$ cat config.mk
export PLATFORM = sky130hd
export DESIGN_NAME = markup_tag_strip_entity_decode_unit
export DESIGN_NICKNAME = d
export VERILOG_FILES = /design/src/sv/mtsed_pkg.sv /design/src/sv/markup_tag_strip_entity_decode_unit.sv
export VERILOG_INCLUDE_DIRS = /design/src /design/src/sv
export SDC_FILE = /design/constraint.sdc
export NUM_CORES = 1
export LEC_CHECK = 0
export BUFFER_PORTS_ARGS = -buffer_cell sky130_fd_sc_hd__buf_2
export CORE_MARGIN = 2
export CORE_UTILIZATION = 25
export DETAILED_ROUTE_END_ITERATION = 7
export PLACE_DENSITY = 0.49
export SLEW_MARGIN = 5
export SYNTH_ARGS = -nofsm -noshare
export SYNTH_HDL_FRONTEND = slang
export SYNTH_SLANG_ARGS = --single-unit
$ cat constraint.sdc
create_clock -name clock -period 8 [get_ports clock]
set_clock_uncertainty 0.05 [all_clocks]
set_input_delay 0.8 -clock clock [delete_from_list [all_inputs] [get_ports clock]]
set_output_delay 0.8 -clock clock [all_outputs]
set_load 0.01 [all_outputs]
$ cat src/sv/markup_tag_strip_entity_decode_unit_macros.svh
// Assertion macros shared by the markup tag strip and entity decode RTL.
`ifndef MARKUP_TAG_STRIP_ENTITY_DECODE_UNIT_MACROS_SVH
`define MARKUP_TAG_STRIP_ENTITY_DECODE_UNIT_MACROS_SVH
`ifndef SYNTHESIS
// Antecedent implies consequent in the same cycle.
`define MTSED_ASSERT_NOW(label, clk, rst, ante, cons, msg) \
   label: assert property (@(posedge clk) disable iff (rst) (ante) |-> (cons)) \
      else $error(msg);
// Antecedent implies consequent in the next cycle.
`define MTSED_ASSERT_NEXT(label, clk, rst, ante, cons, msg) \
   label: assert property (@(posedge clk) disable iff (rst) (ante) |=> (cons)) \
      else $error(msg);
`else
`define MTSED_ASSERT_NOW(label, clk, rst, ante, cons, msg)
`define MTSED_ASSERT_NEXT(label, clk, rst, ante, cons, msg)
`endif
`endif

$ cat src/sv/mtsed_pkg.sv
// Types, character constants and entity decode functions for the markup filter.
package mtsed_pkg;

   typedef enum logic [3:0] {
      MODE_NORMAL  = 4'b0001,
      MODE_WINDOW  = 4'b0010,
      MODE_SWALLOW = 4'b0100,
      MODE_DONE    = 4'b1000
   } mode_type;

   // Progress of the numeric entity parser over the bytes after '#'.
   typedef enum logic [6:0] {
      PH_WS    = 7'b0000001,
      PH_SIGN  = 7'b0000010,
      PH_ZERO  = 7'b0000100,
      PH_DIG8  = 7'b0001000,
      PH_DIG10 = 7'b0010000,
      PH_DIG16 = 7'b0100000,
      PH_STOP  = 7'b1000000
   } phase_type;

   typedef struct packed {
      logic      amp;
      logic      lt;
      logic      gt;
      logic      nbsp;
      logic      apos;
      logic      hash;
      logic      neg;
      phase_type phase;
      logic [7:0] acc;
   } ent_type;

   localparam ent_type ENT_INIT = '{amp: 1'b1, lt: 1'b1, gt: 1'b1, nbsp: 1'b1,
                                    apos: 1'b1, hash: 1'b1, neg: 1'b0,
                                    phase: PH_WS, acc: 8'h00};

   localparam logic [7:0] CHAR_NUL   = 8'h00;
   localparam logic [7:0] CHAR_LF    = 8'h0A;
   localparam logic [7:0] CHAR_CR    = 8'h0D;
   localparam logic [7:0] CHAR_LT    = 8'h3C;
   localparam logic [7:0] CHAR_GT    = 8'h3E;
   localparam logic [7:0] CHAR_AMP   = 8'h26;
   localparam logic [7:0] CHAR_SEMI  = 8'h3B;
   localparam logic [7:0] CHAR_SPACE = 8'h20;
   localparam logic [7:0] CHAR_APOS  = 8'h27;
   localparam logic [7:0] CHAR_QUERY = 8'h3F;
   localparam logic [7:0] CHAR_PLUS  = 8'h2B;
   localparam logic [7:0] CHAR_MINUS = 8'h2D;
   localparam logic [7:0] CHAR_ZERO  = 8'h30;

   // Entity names, left aligned, without the leading '&'.
   localparam logic [31:0] PAT_AMP  = {"amp", 8'h00};
   localparam logic [31:0] PAT_LT   = {"lt", 16'h0000};
   localparam logic [31:0] PAT_GT   = {"gt", 16'h0000};
   localparam logic [31:0] PAT_NBSP = "nbsp";
   localparam logic [31:0] PAT_APOS = "apos";
   localparam logic [31:0] PAT_HASH = {"#", 24'h000000};

   localparam logic signed [15:0] DEPTH_MAX = 16'sh7FFF;
   localparam logic signed [15:0] DEPTH_MIN = -16'sh8000;

   // A candidate name stays matched when the byte lies past its end or agrees.
   function automatic logic prefix_keep(input logic [31:0] pat, input logic [3:0] len,
                                        input logic [3:0] pos, input logic [7:0] b);
      logic [7:0] c;
      c = 8'h00;
      case (pos)
         4'd0:    c = pat[31:24];
         4'd1:    c = pat[23:16];
         4'd2:    c = pat[15:8];
         4'd3:    c = pat[7:0];
         default: c = 8'h00;
      endcase
      return (pos >= len) || (b == c);
   endfunction

   // Hex digit value, or 16 for anything that is no digit.
   function automatic logic [4:0] digit_value(input logic [7:0] b);
      logic [4:0] d;
      d = 5'd16;
      if (b >= "0" && b <= "9") d = 5'(b - "0");
      else if (b >= "a" && b <= "f") d = 5'(b - "a" + 8'd10);
      else if (b >= "A" && b <= "F") d = 5'(b - "A" + 8'd10);
      return d;
   endfunction

   // Advances the number parser by one byte. Only the low 8 bits of the
   // value are kept, which is all the result needs.
   function automatic ent_type num_step(input ent_type e, input logic [7:0] b);
      ent_type    r;
      logic [4:0] d;
      logic [7:0] d8;
      logic       ws;
      r  = e;
      d  = digit_value(b);
      d8 = {3'b000, d};
      ws = (b == CHAR_SPACE) || (b >= 8'd9 && b <= 8'd13);
      unique case (e.phase)
         PH_WS: begin
            if (ws) begin
               r.phase = PH_WS;
            end else if (b == CHAR_PLUS || b == CHAR_MINUS) begin
               r.neg   = (b == CHAR_MINUS);
               r.phase = PH_SIGN;
            end else if (b == CHAR_ZERO) begin
               r.phase = PH_ZERO;
            end else if (d < 5'd10) begin
               r.acc   = d8;
               r.phase = PH_DIG10;
            end else begin
               r.phase = PH_STOP;
            end
         end
         PH_SIGN: begin
            if (b == CHAR_ZERO) begin
               r.phase = PH_ZERO;
            end else if (d < 5'd10) begin
               r.acc   = d8;
               r.phase = PH_DIG10;
            end else begin
               r.phase = PH_STOP;
            end
         end
         PH_ZERO: begin
            if (b == "x" || b == "X") begin
               r.phase = PH_DIG16;
            end else if (d < 5'd8) begin
               r.acc   = d8;
               r.phase = PH_DIG8;
            end else begin
               r.phase = PH_STOP;
            end
         end
         PH_DIG8: begin
            if (d < 5'd8) r.acc = {e.acc[4:0], 3'b000} + d8;
            else r.phase = PH_STOP;
         end
         PH_DIG10: begin
            if (d < 5'd10) r.acc = {e.acc[4:0], 3'b000} + {e.acc[6:0], 1'b0} + d8;
            else r.phase = PH_STOP;
         end
         PH_DIG16: begin
            if (d < 5'd16) r.acc = {e.acc[3:0], 4'b0000} + d8;
            else r.phase = PH_STOP;
         end
         PH_STOP: r.phase = PH_STOP;
         default: r.phase = PH_STOP;
      endcase
      return r;
   endfunction

   // Takes one more window byte at position pos (position 0 follows the '&').
   function automatic ent_type ent_append(input ent_type e, input logic [3:0] pos,
                                          input logic [7:0] b);
      ent_type r;
      r = (pos != 4'd0) ? num_step(e, b) : e;
      r.amp  = e.amp  && prefix_keep(PAT_AMP,  4'd3, pos, b);
      r.lt   = e.lt   && prefix_keep(PAT_LT,   4'd2, pos, b);
      r.gt   = e.gt   && prefix_keep(PAT_GT,   4'd2, pos, b);
      r.nbsp = e.nbsp && prefix_keep(PAT_NBSP, 4'd4, pos, b);
      r.apos = e.apos && prefix_keep(PAT_APOS, 4'd4, pos, b);
      r.hash = e.hash && prefix_keep(PAT_HASH, 4'd1, pos, b);
      return r;
   endfunction

   // Character for a window holding cnt bytes after the '&'.
   function automatic logic [7:0] ent_decode(input ent_type e, input logic [3:0] cnt);
      logic [7:0] c;
      if (e.amp && cnt >= 4'd3) c = CHAR_AMP;
      else if (e.lt && cnt >= 4'd2) c = CHAR_LT;
      else if (e.gt && cnt >= 4'd2) c = CHAR_GT;
      else if (e.nbsp && cnt >= 4'd4) c = CHAR_SPACE;
      else if (e.apos && cnt >= 4'd4) c = CHAR_APOS;
      else if (e.hash && cnt >= 4'd1) c = e.neg ? (8'h00 - e.acc) : e.acc;
      else c = CHAR_QUERY;
      return c;
   endfunction

endpackage

$ cat src/sv/markup_tag_strip_entity_decode_unit.sv
// Markup filter: strips tags, skips CR, decodes entities and caps the text length.
//
//  Channel  Direction  Signals                              Carries
//  req_     in         tvalid tready tdata[7:0] tlast       source byte, last byte of text
//  rsp_     out        tvalid tready tdata[7:0] tuser tlast character, char flag, end of text
//  csr_     in         wr_en wr_data[15:0]                  max_chars
//
// One byte per cycle sustained while rsp_tready is high. A byte is registered in the input
// register and filtered into the result register on its way out.
// Stalls on rsp_tready hold both registers; req_tready then drops in the same cycle if a byte waits.
// Reset clears the text state and sets max_chars to 512.
`include "markup_tag_strip_entity_decode_unit_macros.svh"

module markup_tag_strip_entity_decode_unit #(
   parameter int ENTITY_SPAN = 7
) (
   input  logic        clock,
   input  logic        reset,
   input  logic        req_tvalid,
   output logic        req_tready,
   input  logic [7:0]  req_tdata,    // [7:0] in_byte
   input  logic        req_tlast,
   output logic        rsp_tvalid,
   input  logic        rsp_tready,
   output logic [7:0]  rsp_tdata,    // [7:0] out_char
   output logic        rsp_tuser,    // [0] char_valid
   output logic        rsp_tlast,
   input  logic        csr_wr_en,
   input  logic [15:0] csr_wr_data
);

   localparam int CW = $clog2(ENTITY_SPAN);
   localparam logic [CW-1:0] WIN_FULL = CW'(ENTITY_SPAN - 1);

   logic [15:0] max_chars_ff;

   logic       in_valid_ff;
   logic [7:0] in_byte_ff;
   logic       in_last_ff;

   logic              out_valid_ff;
   logic [7:0]        out_char_ff;
   logic              out_cv_ff;
   logic              out_last_ff;

   mtsed_pkg::mode_type mode_ff, mode_in;
   logic signed [15:0]  depth_ff, depth_in;
   logic [CW-1:0]       cnt_ff, cnt_in;
   mtsed_pkg::ent_type  ent_ff, ent_in;
   logic [15:0]         emitted_ff, emitted_in;

   logic       advance;
   logic       have_res;
   logic [7:0] res_char;
   logic       res_cv;
   logic       res_last;

   logic               emit;
   logic [7:0]         emit_char;
   logic               end_now;
   logic               restart;
   logic               dropped;
   logic [CW-1:0]      cnt_inc;
   mtsed_pkg::ent_type ent_app;
   logic signed [15:0] depth_step;
   logic [15:0]        emitted_inc;
   logic               cut;

   assign advance    = in_valid_ff && (!out_valid_ff || rsp_tready);
   assign req_tready = !in_valid_ff || advance;

   assign rsp_tvalid = out_valid_ff;
   assign rsp_tdata  = out_char_ff;
   assign rsp_tuser  = out_cv_ff;
   assign rsp_tlast  = out_last_ff;

   assign cnt_inc     = cnt_ff + 1'b1;
   assign ent_app     = mtsed_pkg::ent_append(ent_ff, 4'(cnt_ff), in_byte_ff);
   assign emitted_inc = (emitted_ff == 16'hFFFF) ? emitted_ff : emitted_ff + 16'd1;
   assign cut         = (max_chars_ff != 16'd0) && (emitted_inc >= max_chars_ff);

   always_comb begin
      mode_in    = mode_ff;
      depth_in   = depth_ff;
      cnt_in     = cnt_ff;
      ent_in     = ent_ff;
      emitted_in = emitted_ff;
      have_res   = 1'b0;
      res_char   = 8'h00;
      res_cv     = 1'b0;
      res_last   = 1'b0;
      emit       = 1'b0;
      emit_char  = 8'h00;
      end_now    = 1'b0;
      restart    = 1'b0;
      dropped    = 1'b0;
      depth_step = depth_ff;

      unique case (mode_ff)
         mtsed_pkg::MODE_DONE: begin
            restart = in_last_ff;
         end
         mtsed_pkg::MODE_SWALLOW: begin
            if (in_byte_ff == mtsed_pkg::CHAR_NUL) begin
               have_res = 1'b1;
               res_last = 1'b1;
               if (in_last_ff) restart = 1'b1;
               else mode_in = mtsed_pkg::MODE_DONE;
            end else if (in_last_ff) begin
               have_res = 1'b1;
               res_last = 1'b1;
               restart  = 1'b1;
            end else begin
               mode_in = mtsed_pkg::MODE_NORMAL;
            end
         end
         mtsed_pkg::MODE_WINDOW: begin
            end_now = in_last_ff || (in_byte_ff == mtsed_pkg::CHAR_NUL);
            restart = in_last_ff;
            if (in_byte_ff == mtsed_pkg::CHAR_NUL || in_byte_ff == mtsed_pkg::CHAR_SEMI) begin
               emit      = 1'b1;
               emit_char = mtsed_pkg::ent_decode(ent_ff, 4'(cnt_ff));
               mode_in   = mtsed_pkg::MODE_NORMAL;
            end else begin
               ent_in = ent_app;
               cnt_in = cnt_inc;
               if (cnt_inc >= WIN_FULL) begin
                  // Full window: decode now and drop the byte that follows.
                  emit      = 1'b1;
                  emit_char = mtsed_pkg::ent_decode(ent_app, 4'(cnt_inc));
                  mode_in   = mtsed_pkg::MODE_SWALLOW;
               end else if (in_last_ff) begin
                  emit      = 1'b1;
                  emit_char = mtsed_pkg::ent_decode(ent_app, 4'(cnt_inc));
               end
            end
         end
         mtsed_pkg::MODE_NORMAL: begin
            if (in_byte_ff == mtsed_pkg::CHAR_NUL || in_byte_ff == mtsed_pkg::CHAR_LF) begin
               have_res = 1'b1;
               res_last = 1'b1;
               if (in_last_ff) restart = 1'b1;
               else mode_in = mtsed_pkg::MODE_DONE;
            end else if (in_byte_ff == mtsed_pkg::CHAR_CR) begin
               dropped = 1'b1;
            end else if (in_byte_ff == mtsed_pkg::CHAR_GT) begin
               if (depth_ff != mtsed_pkg::DEPTH_MIN) depth_in = depth_ff - 16'sd1;
               dropped = 1'b1;
            end else begin
               if (in_byte_ff == mtsed_pkg::CHAR_LT && depth_ff != mtsed_pkg::DEPTH_MAX) begin
                  depth_step = depth_ff + 16'sd1;
               end
               depth_in = depth_step;
               if (depth_step > 16'sd0) begin
                  dropped = 1'b1;
               end else if (in_byte_ff == mtsed_pkg::CHAR_AMP) begin
                  cnt_in = '0;
                  ent_in = mtsed_pkg::ENT_INIT;
                  if (in_last_ff) begin
                     emit      = 1'b1;
                     emit_char = mtsed_pkg::ent_decode(mtsed_pkg::ENT_INIT, 4'd0);
                     end_now   = 1'b1;
                     restart   = 1'b1;
                  end else begin
                     mode_in = mtsed_pkg::MODE_WINDOW;
                  end
               end else begin
                  emit      = 1'b1;
                  emit_char = in_byte_ff;
                  end_now   = in_last_ff;
                  restart   = in_last_ff;
               end
            end
            if (dropped && in_last_ff) begin
               have_res = 1'b1;
               res_last = 1'b1;
               restart  = 1'b1;
            end
         end
         default: mode_in = mtsed_pkg::MODE_DONE;
      endcase

      if (emit) begin
         have_res   = 1'b1;
         res_cv     = 1'b1;
         res_char   = emit_char;
         emitted_in = emitted_inc;
         if (end_now || cut) begin
            res_last = 1'b1;
            mode_in  = mtsed_pkg::MODE_DONE;
         end
      end

      // A final byte always leaves the next byte at the start of a new text.
      if (restart) begin
         mode_in    = mtsed_pkg::MODE_NORMAL;
         depth_in   = 16'sd0;
         cnt_in     = '0;
         emitted_in = 16'd0;
      end
   end

   always_ff @(posedge clock) begin
      if (reset) begin
         max_chars_ff <= 16'd512;
         in_valid_ff  <= 1'b0;
         out_valid_ff <= 1'b0;
         mode_ff      <= mtsed_pkg::MODE_NORMAL;
         depth_ff     <= 16'sd0;
         cnt_ff       <= '0;
         emitted_ff   <= 16'd0;
      end else begin
         if (csr_wr_en) max_chars_ff <= csr_wr_data;
         if (req_tready) in_valid_ff <= req_tvalid;
         if (advance) begin
            out_valid_ff <= have_res;
            mode_ff      <= mode_in;
            depth_ff     <= depth_in;
            cnt_ff       <= cnt_in;
            emitted_ff   <= emitted_in;
         end else if (rsp_tready) begin
            out_valid_ff <= 1'b0;
         end
      end
   end

   always_ff @(posedge clock) begin
      if (req_tready && req_tvalid) begin
         in_byte_ff <= req_tdata;
         in_last_ff <= req_tlast;
      end
      if (advance) begin
         ent_ff      <= ent_in;
         out_char_ff <= res_char;
         out_cv_ff   <= res_cv;
         out_last_ff <= res_last;
      end
   end

   `MTSED_ASSERT_NOW(a_endonly_zero, clock, reset, rsp_tvalid && !rsp_tuser, rsp_tdata == 8'h00, "end-only transaction carries a nonzero character")
   `MTSED_ASSERT_NOW(a_endonly_last, clock, reset, rsp_tvalid && !rsp_tuser, rsp_tlast, "transaction without a character does not close the text")
   `MTSED_ASSERT_NOW(a_window_bound, clock, reset, mode_ff == mtsed_pkg::MODE_WINDOW, cnt_ff < WIN_FULL, "entity window count reached its limit while still open")
   `MTSED_ASSERT_NEXT(a_last_restart, clock, reset, advance && in_last_ff, mode_ff == mtsed_pkg::MODE_NORMAL && depth_ff == 16'sd0 && emitted_ff == 16'd0, "final byte did not restart the text state")

endmodule

After elaboration in Yosys (flattened, before gate mapping) --
Index checks and enable logic that the tools add are counted.
Operators by class: add/subtract/negate cells 15, $mul 0, div/mod/pow operators 0, magnitude comparators 22, equal/unequal tests 53, shifts and indexed selects 0, mux-type cells 134, bitwise logic cells 0, reduce and logical (&&, ||, !) cells 59
Operators with widths (count):
- two-way mux 8 bit | 31
- two-way mux 16 bit | 15
- two-way mux 22 bit | 6
- equality test 8 x 6 -> 1 bit (second input constant) | 8
- two-way mux 7 bit | 9
- two-way mux 4 bit | 14
- one-hot mux 7 bit (4 select lines) | 2
- one-hot mux 8 bit (6 select lines) | 1
- one-hot mux 22 bit (2 select lines) | 1
- one-hot mux 7 bit (6 select lines) | 1
- equality test 8 x 7 -> 1 bit | 5
- two-way mux 1 bit | 32
- != test 16 bit (second input constant) | 2
- one-hot mux 7 bit (2 select lines) | 2
- logical AND 1 bit | 27
- != test 3 bit (second input constant) | 9
- adder 8 x 5 -> 8 bit | 3
- two-way mux 3 bit | 7
- one-hot mux 7 bit (3 select lines) | 1
- != test 2 bit (second input constant) | 9
- adder 16 x 1 -> 16 bit (second input constant) | 1
- adder 16 x 2 -> 16 bit (second input constant) | 1
- equality test 16 bit (second input constant) | 1
- equality test 8 x 4 -> 1 bit (second input constant) | 2
- other kinds (54) | 93
Storage, ports and cells: register bits after elaboration 98, bits in latches 0, RAM bits 0, memory bits (read-only) 0, bits of input ports 30, output and inout bits 12, logic and storage cells 304, memories 0

Logic depth before layout (Yosys ltp) --
depth in word-level cells 24, mapped depth 22, mapped depth without buffers 20

Worst setup path after synthesis --
OpenSTA, ideal clock, no wires.
kind register to register, start reg in_byte_ff[1], end reg out_char_ff[7] (netlist: rsp_tdata[7]), data pin, library setup time 0.262 ns, arrival 4.097 ns, required time 7.688 ns, slack 3.591 ns, stages on the path, launching flop included 22, buffers on the path 1, clock period less this slack 4.409 ns, cells stage by stage edfxtp_1 clkbuf_1 inv_1 ha_1 nor3b_1 nor4b_2 a21o_1 inv_2 nor2_1 ha_1 ha_1 inv_1 fa_1 inv_1 a21o_1 a21oi_1 xnor2_1 a32o_1 a211oi_1 a41oi_1 xor2_1 o21ai_0
Between the ends: cells in the longest elaborated chain, start to end 24, elaborated cells between the ends (all ways) 113, classes of those cells add/sub: 9; order compare: 12; eq/ne: 18; mux: 45; reduce/logical: 29
RTL lines:
- from (decl) | RTL line markup_tag_strip_entity_decode_unit.sv:38 | logic [7:0] in_byte_ff;
- from (signal assigned) | RTL line markup_tag_strip_entity_decode_unit.sv:229 | in_byte_ff <= req_tdata;
- subtractor 5 x 1 -> 5 bit (tied with other cells) | RTL line mtsed_pkg.sv:83, mtsed_pkg.sv:84
- adder 5 x 4 -> 5 bit / logical AND 1 bit (equally long branches) | RTL line mtsed_pkg.sv:83, mtsed_pkg.sv:84
- two-way mux 5 bit | RTL line mtsed_pkg.sv:84 | else if (b >= "A" && b <= "F") d = 5'(b - "A" + 8'd10);
- two-way mux 5 bit | RTL line mtsed_pkg.sv:83 | else if (b >= "a" && b <= "f") d = 5'(b - "a" + 8'd10);
- two-way mux 5 bit | RTL line mtsed_pkg.sv:82 | if (b >= "0" && b <= "9") d = 5'(b - "0");
- less-than comparator 5 x 4 -> 1 bit | RTL line mtsed_pkg.sv:108, mtsed_pkg.sv:118, mtsed_pkg.sv:140
- two-way mux 8 bit | RTL line mtsed_pkg.sv:108, mtsed_pkg.sv:118
- two-way mux 8 bit | RTL line mtsed_pkg.sv:106 | end else if (b == CHAR_ZERO) begin
- (+8 left out)
- two-way mux 8 bit | RTL line mtsed_pkg.sv:173 | else if (e.nbsp && cnt >= 4'd4) c = CHAR_SPACE;
- two-way mux 8 bit | RTL line mtsed_pkg.sv:172 | else if (e.gt && cnt >= 4'd2) c = CHAR_GT;
- two-way mux 8 bit | RTL line mtsed_pkg.sv:171 | else if (e.lt && cnt >= 4'd2) c = CHAR_LT;
- two-way mux 8 bit | RTL line mtsed_pkg.sv:170 | if (e.amp && cnt >= 4'd3) c = CHAR_AMP;
- two-way mux 8 bit | RTL line markup_tag_strip_entity_decode_unit.sv:132 | end else if (in_last_ff) begin
- two-way mux 8 bit | RTL line markup_tag_strip_entity_decode_unit.sv:127 | if (cnt_inc >= WIN_FULL) begin
- two-way mux 8 bit | RTL line markup_tag_strip_entity_decode_unit.sv:120 | if (in_byte_ff == mtsed_pkg::CHAR_NUL || in_byte_ff == mtsed_pkg::CHAR_SEMI) begin
- one-hot mux 8 bit (2 select lines) | RTL line markup_tag_strip_entity_decode_unit.sv:99 | unique case (mode_ff)
- to (signal assigned) | RTL line markup_tag_strip_entity_decode_unit.sv:234 | out_char_ff <= res_char;
- to (decl) | RTL line markup_tag_strip_entity_decode_unit.sv:42 | logic [7:0] out_char_ff;
Several ways; a longest one is shown, not always the timed one. The select of a mux whose other input is x is not followed. A chain may end at the register's enable or synchronous reset.

Final worst setup path --
start reg in_byte_ff[0], end reg out_char_ff[7] (netlist: rsp_tdata[7]), data pin
The elaborated chain is that of the path after synthesis.

==> impl_metrics.env <==
export IMPL_detail_route_antenna_nets=0
export IMPL_die_height_um=187
export IMPL_final_cell_area_um2=9180
export IMPL_place_detailed_hpwl_um=19800
export IMPL_drc=0
export IMPL_num_rows=66
export IMPL_worstPathCellList="inv_1 > ha_1 > nor3b_1 > nor4b_2 > a21o_1 > inv_2 > nor2_1 > ha_1 > ha_1 > inv_1 > fa_1 > inv_1 > a21o_1 > a21oi_1 > xnor2_1 > a32o_1 > a211oi_1 > a41oi_1 > xor2_1 > o21ai_0"
export IMPL_synth_area_leaders="edfxtp_1 15%, dfxtp_1 14%, ha_1 7.1%"
export IMPL_path_delay_family="compound AO/OA/AOI/OAI gates"
export IMPL_final_util_pct=28.1
export IMPL_grt_overflow=0
export IMPL_hold_class="flip-flop to flip-flop"
export IMPL_cts_sinks=98
export IMPL_synth_top_area_cell="edfxtp_1"
export IMPL_max_freq_mhz=187
export IMPL_finalHoldViolCount=0
export IMPL_reg2reg_slack_ps=2650
export IMPL_wl_um=26600
export IMPL_place_ws_ps=2710
export IMPL_syn_inst=1056
export IMPL_cp_endpoint="rsp_tdata[7]$_SDFFCE_PN0P_"
export IMPL_floorplan_initialDensity_pct=25.5
export IMPL_final_nets=1136
export IMPL_grt_max_degree=53
export IMPL_num_antenna_cells=0
export IMPL_cts_resized=0
export IMPL_comb_power_share_pct=12.8
export IMPL_synth_top_cell_area_share_pct=14.8
export IMPL_clkLatencyLatePin_ps=370
export IMPL_maxCapViolations=0
export IMPL_seqPwrFrac_pct=48.0
export IMPL_crit_path_max_incr_delay_ps=660
export IMPL_rsz0062_at_grt="no"
export IMPL_cp_slowest_cell="edfxtp_1"
export IMPL_muxShareOfSynthArea_pct=3.45
export IMPL_clockBufferDepth=2
export IMPL_cts_setup_buffers=0
export IMPL_via_count=8031
export IMPL_grt_pass1_wl_um=42500
export IMPL_async_flop_share_pct=0
export IMPL_synthAdderAreaFrac_pct=8.02
export IMPL_chipWidth_um=187
export IMPL_period_share_pct=66.9
export IMPL_first_pass_iters=5
export IMPL_p_clk_share_pct=39.2
export IMPL_slew_headroom_pct=29.3
export IMPL_htreeDepth=3
export IMPL_drive_above_1_share_pct=9.15
export IMPL_synth_compound_area_share_pct=23.3
export IMPL_synth_seq_area_share_pct=28.5
export IMPL_fin_tns_setup_ps=0
export IMPL_worstPathArrival_ps=5400
export IMPL_vias_per_cell=5.35
export IMPL_synth_fp_nets=1137
export IMPL_crit_fanout=14
export IMPL_dieArea_um2=34800
export IMPL_power_net_switching_mw=0.344
export IMPL_wl_per_cell_um=17.7
export IMPL_swShare_pct=29.7
export IMPL_cts_tree="built"
export IMPL_synth_cell_types=90
export IMPL_core_region_area_um2=32700
export IMPL_clock_tree_root_cell="clkbuf_16"
export IMPL_synthesis_area_um2=8340
export IMPL_finalWorstSetupSlack_ps=2650
export IMPL_synth_xor_area_share_pct=4.73
export IMPL_gp_congestion=0.903
export IMPL_critPathLaunch="in_byte_ff[0]$_DFFE_PP_"
export IMPL_io_pins=42
export IMPL_ir_drop_mv=0.105
export IMPL_cp_start_kind="flip-flop"
export IMPL_grtUsageTotal_pct=15.1
export IMPL_r2r_start="in_byte_ff[0]$_DFFE_PP_"
export IMPL_synth_ff_type="dfxtp_1"
export IMPL_p_leak_nw=3.44
export IMPL_setup_viol=0
export IMPL_power_density_nw_per_um2=126
export IMPL_synthSimpleGateAreaFrac_pct=26.8
export IMPL_r2r_end="rsp_tdata[7]$_SDFFCE_PN0P_"
export IMPL_path_buf_inv=4
export IMPL_worstMarginPinSlew_ps=1050
export IMPL_ff2ff_path_depth=20
export IMPL_drtIter0Drc=648
export IMPL_crit_type="flip-flop to flip-flop"
export IMPL_final_max_slew_viol_count=0
export IMPL_area_delta_synth_final_pct=10.2
export IMPL_cp_required_ps=8050
export IMPL_placedInstanceArea_um2=8890
export IMPL_synth_top_family_by_area="simple AND/OR/NAND/NOR gates"
export IMPL_p_int_mw=0.814
export IMPL_antenna_found_initial=0
export IMPL_grt_pass1_vias=7579
export IMPL_portBuffers=41
export IMPL_ys_warn_count=0
export IMPL_endpoint_kind="flip-flop"
export IMPL_ys_ff_latch=98
export IMPL_fin_crit_ps=5350
export IMPL_synth_edff_count=41
export IMPL_hold_buffers=0
export IMPL_path_depth=20
export IMPL_postSynthAreaPerCell_um2=7.89
export IMPL_numCtsBuffers=9
export IMPL_status="complete, no violations"
export IMPL_path_clk_slew_ps=80
-- state kept, by name, indices dropped and copies added, names as in the netlist --
signal and flops:
rsp_tvalid 1, rsp_tlast 1, rsp_tuser 1, depth_ff 16, in_last_ff 1, ent_ff 22, rsp_tdata 8, cnt_ff 3
max_chars_ff 16, mode_ff 4, in_valid_ff 1, in_byte_ff 8, emitted_ff 16
-- cell usage in the layout, fill, tap and decap left out, drive strengths merged, types with 12 or more instances in the layout --
| cell | synthesis | layout |
|---|---|---|
| a21o | 21 | 21 |
| inv | 47 | 51 |
| a31oi | 17 | 17 |
| xnor2 | 25 | 25 |
| mux2i | 22 | 22 |
| and3 | 13 | 13 |
| a21oi | 63 | 63 |
| dfxtp | 57 | 57 |
| buf | 14 | 48 |
| nand2 | 100 | 100 |
| or3 | 16 | 16 |
| or2 | 12 | 12 |
| nand4 | 24 | 24 |
| ha | 47 | 47 |
| xor2 | 20 | 20 |
| nor2 | 122 | 122 |
| edfxtp | 41 | 41 |
| nand2b | 12 | 12 |
| o22ai | 13 | 13 |
| nand3 | 34 | 34 |
| o21ai | 65 | 65 |
| nor3 | 27 | 27 |
| nor4 | 16 | 16 |
-- metal layers --
metal	GRT usage (%)	up-vias	share of wire, %
li1	-	3915	-
met1	21.3	3869	48
met2	23.5	216	44
met3	2.60	31	5.1
met4	4.43	0	2.0
met5	0	-	0
-- cell usage after synthesis (all sizes together), types with 14 or more instances --
cell type / number
a21oi: 63
a21o: 21
xor2: 20
nor4: 16
dfxtp: 57
nand4: 24
nand2: 100
o21ai: 65
inv: 47
nor2: 122
or3: 16
a31oi: 17
mux2i: 22
xnor2: 25
clkbuf: 46
ha: 47
nand3: 34
buf: 14
edfxtp: 41
nor3: 27
-- final cells by class --
| class | instances | area, µm² |
|---|---|---|
| well taps | 442 | 553 |
| fillers | 3625 | 23500 |
| clock buffers | 10 | 239 |
| inverters | 48 | 180 |
| clock inverters | 6 | 55.1 |
| multi-input cells | 850 | 5530 |
| flip-flops and latches | 98 | 2370 |
| repair buffers | 48 | 258 |
-- worst register-to-register path: stages (launching register included) --
cell and delay [ps]:
edfxtp_1 660, inv_1 220, ha_1 310, nor3b_1 170, nor4b_2 480, a21o_1 480
inv_2 230, nor2_1 180, ha_1 250, ha_1 210, inv_1 70, fa_1 200
inv_1 50, a21o_1 160, a21oi_1 160, xnor2_1 80, a32o_1 250, a211oi_1 430
a41oi_1 200, xor2_1 160, o21ai_0 90
-- metrics by stage --
| stage | power, mW | std cells | hold WS (ps) |
|---|---|---|---|
| detailed placement | 0.715 | 1486 | 438 |
| global route | 1.21 | 1502 | 492 |
| floorplan | 0.662 | 1056 | 408 |
| global placement | 0.716 | 1486 | 431 |
| finish | 1.16 | 1502 | 454 |
| CTS | 1.17 | 1502 | 455 |
-- power groups by stage --
stage,Combinational (mW),Sequential [mW],Clock (mW)
5_1_grt,0.165,0.558,0.486
4_1_cts,0.149,0.556,0.465
3_5_place_dp,0.148,0.567,0
6_report,0.148,0.556,0.454
2_1_floorplan,0.107,0.555,0
3_3_place_gp,0.148,0.567,0
-- worst min-delay path by stage --
stage	from	end	slack (ps)	cells past startpoint
finish	emitted_ff[10]$_SDFFE_PP0P_	emitted_ff[10]$_SDFFE_PP0P_	450	1
global placement	emitted_ff[10]$_SDFFE_PP0P_	emitted_ff[10]$_SDFFE_PP0P_	430	1
floorplan	emitted_ff[10]$_SDFFE_PP0P_	emitted_ff[10]$_SDFFE_PP0P_	410	1
detailed placement	emitted_ff[10]$_SDFFE_PP0P_	emitted_ff[10]$_SDFFE_PP0P_	440	1
CTS	emitted_ff[10]$_SDFFE_PP0P_	emitted_ff[10]$_SDFFE_PP0P_	460	1
global route	emitted_ff[7]$_SDFFE_PP0P_	emitted_ff[7]$_SDFFE_PP0P_	490	1
-- cell families after synthesis --
family                     after synthesis
and+or+nand+nor                        436
adders and majority gates               51
xor gates and xnor gates                45
buffers and inverters                  108
AOI/OAI and AO/OA                      290
muxes                                   28
DFF                                     98
Power figures use the tool's default switching activity.
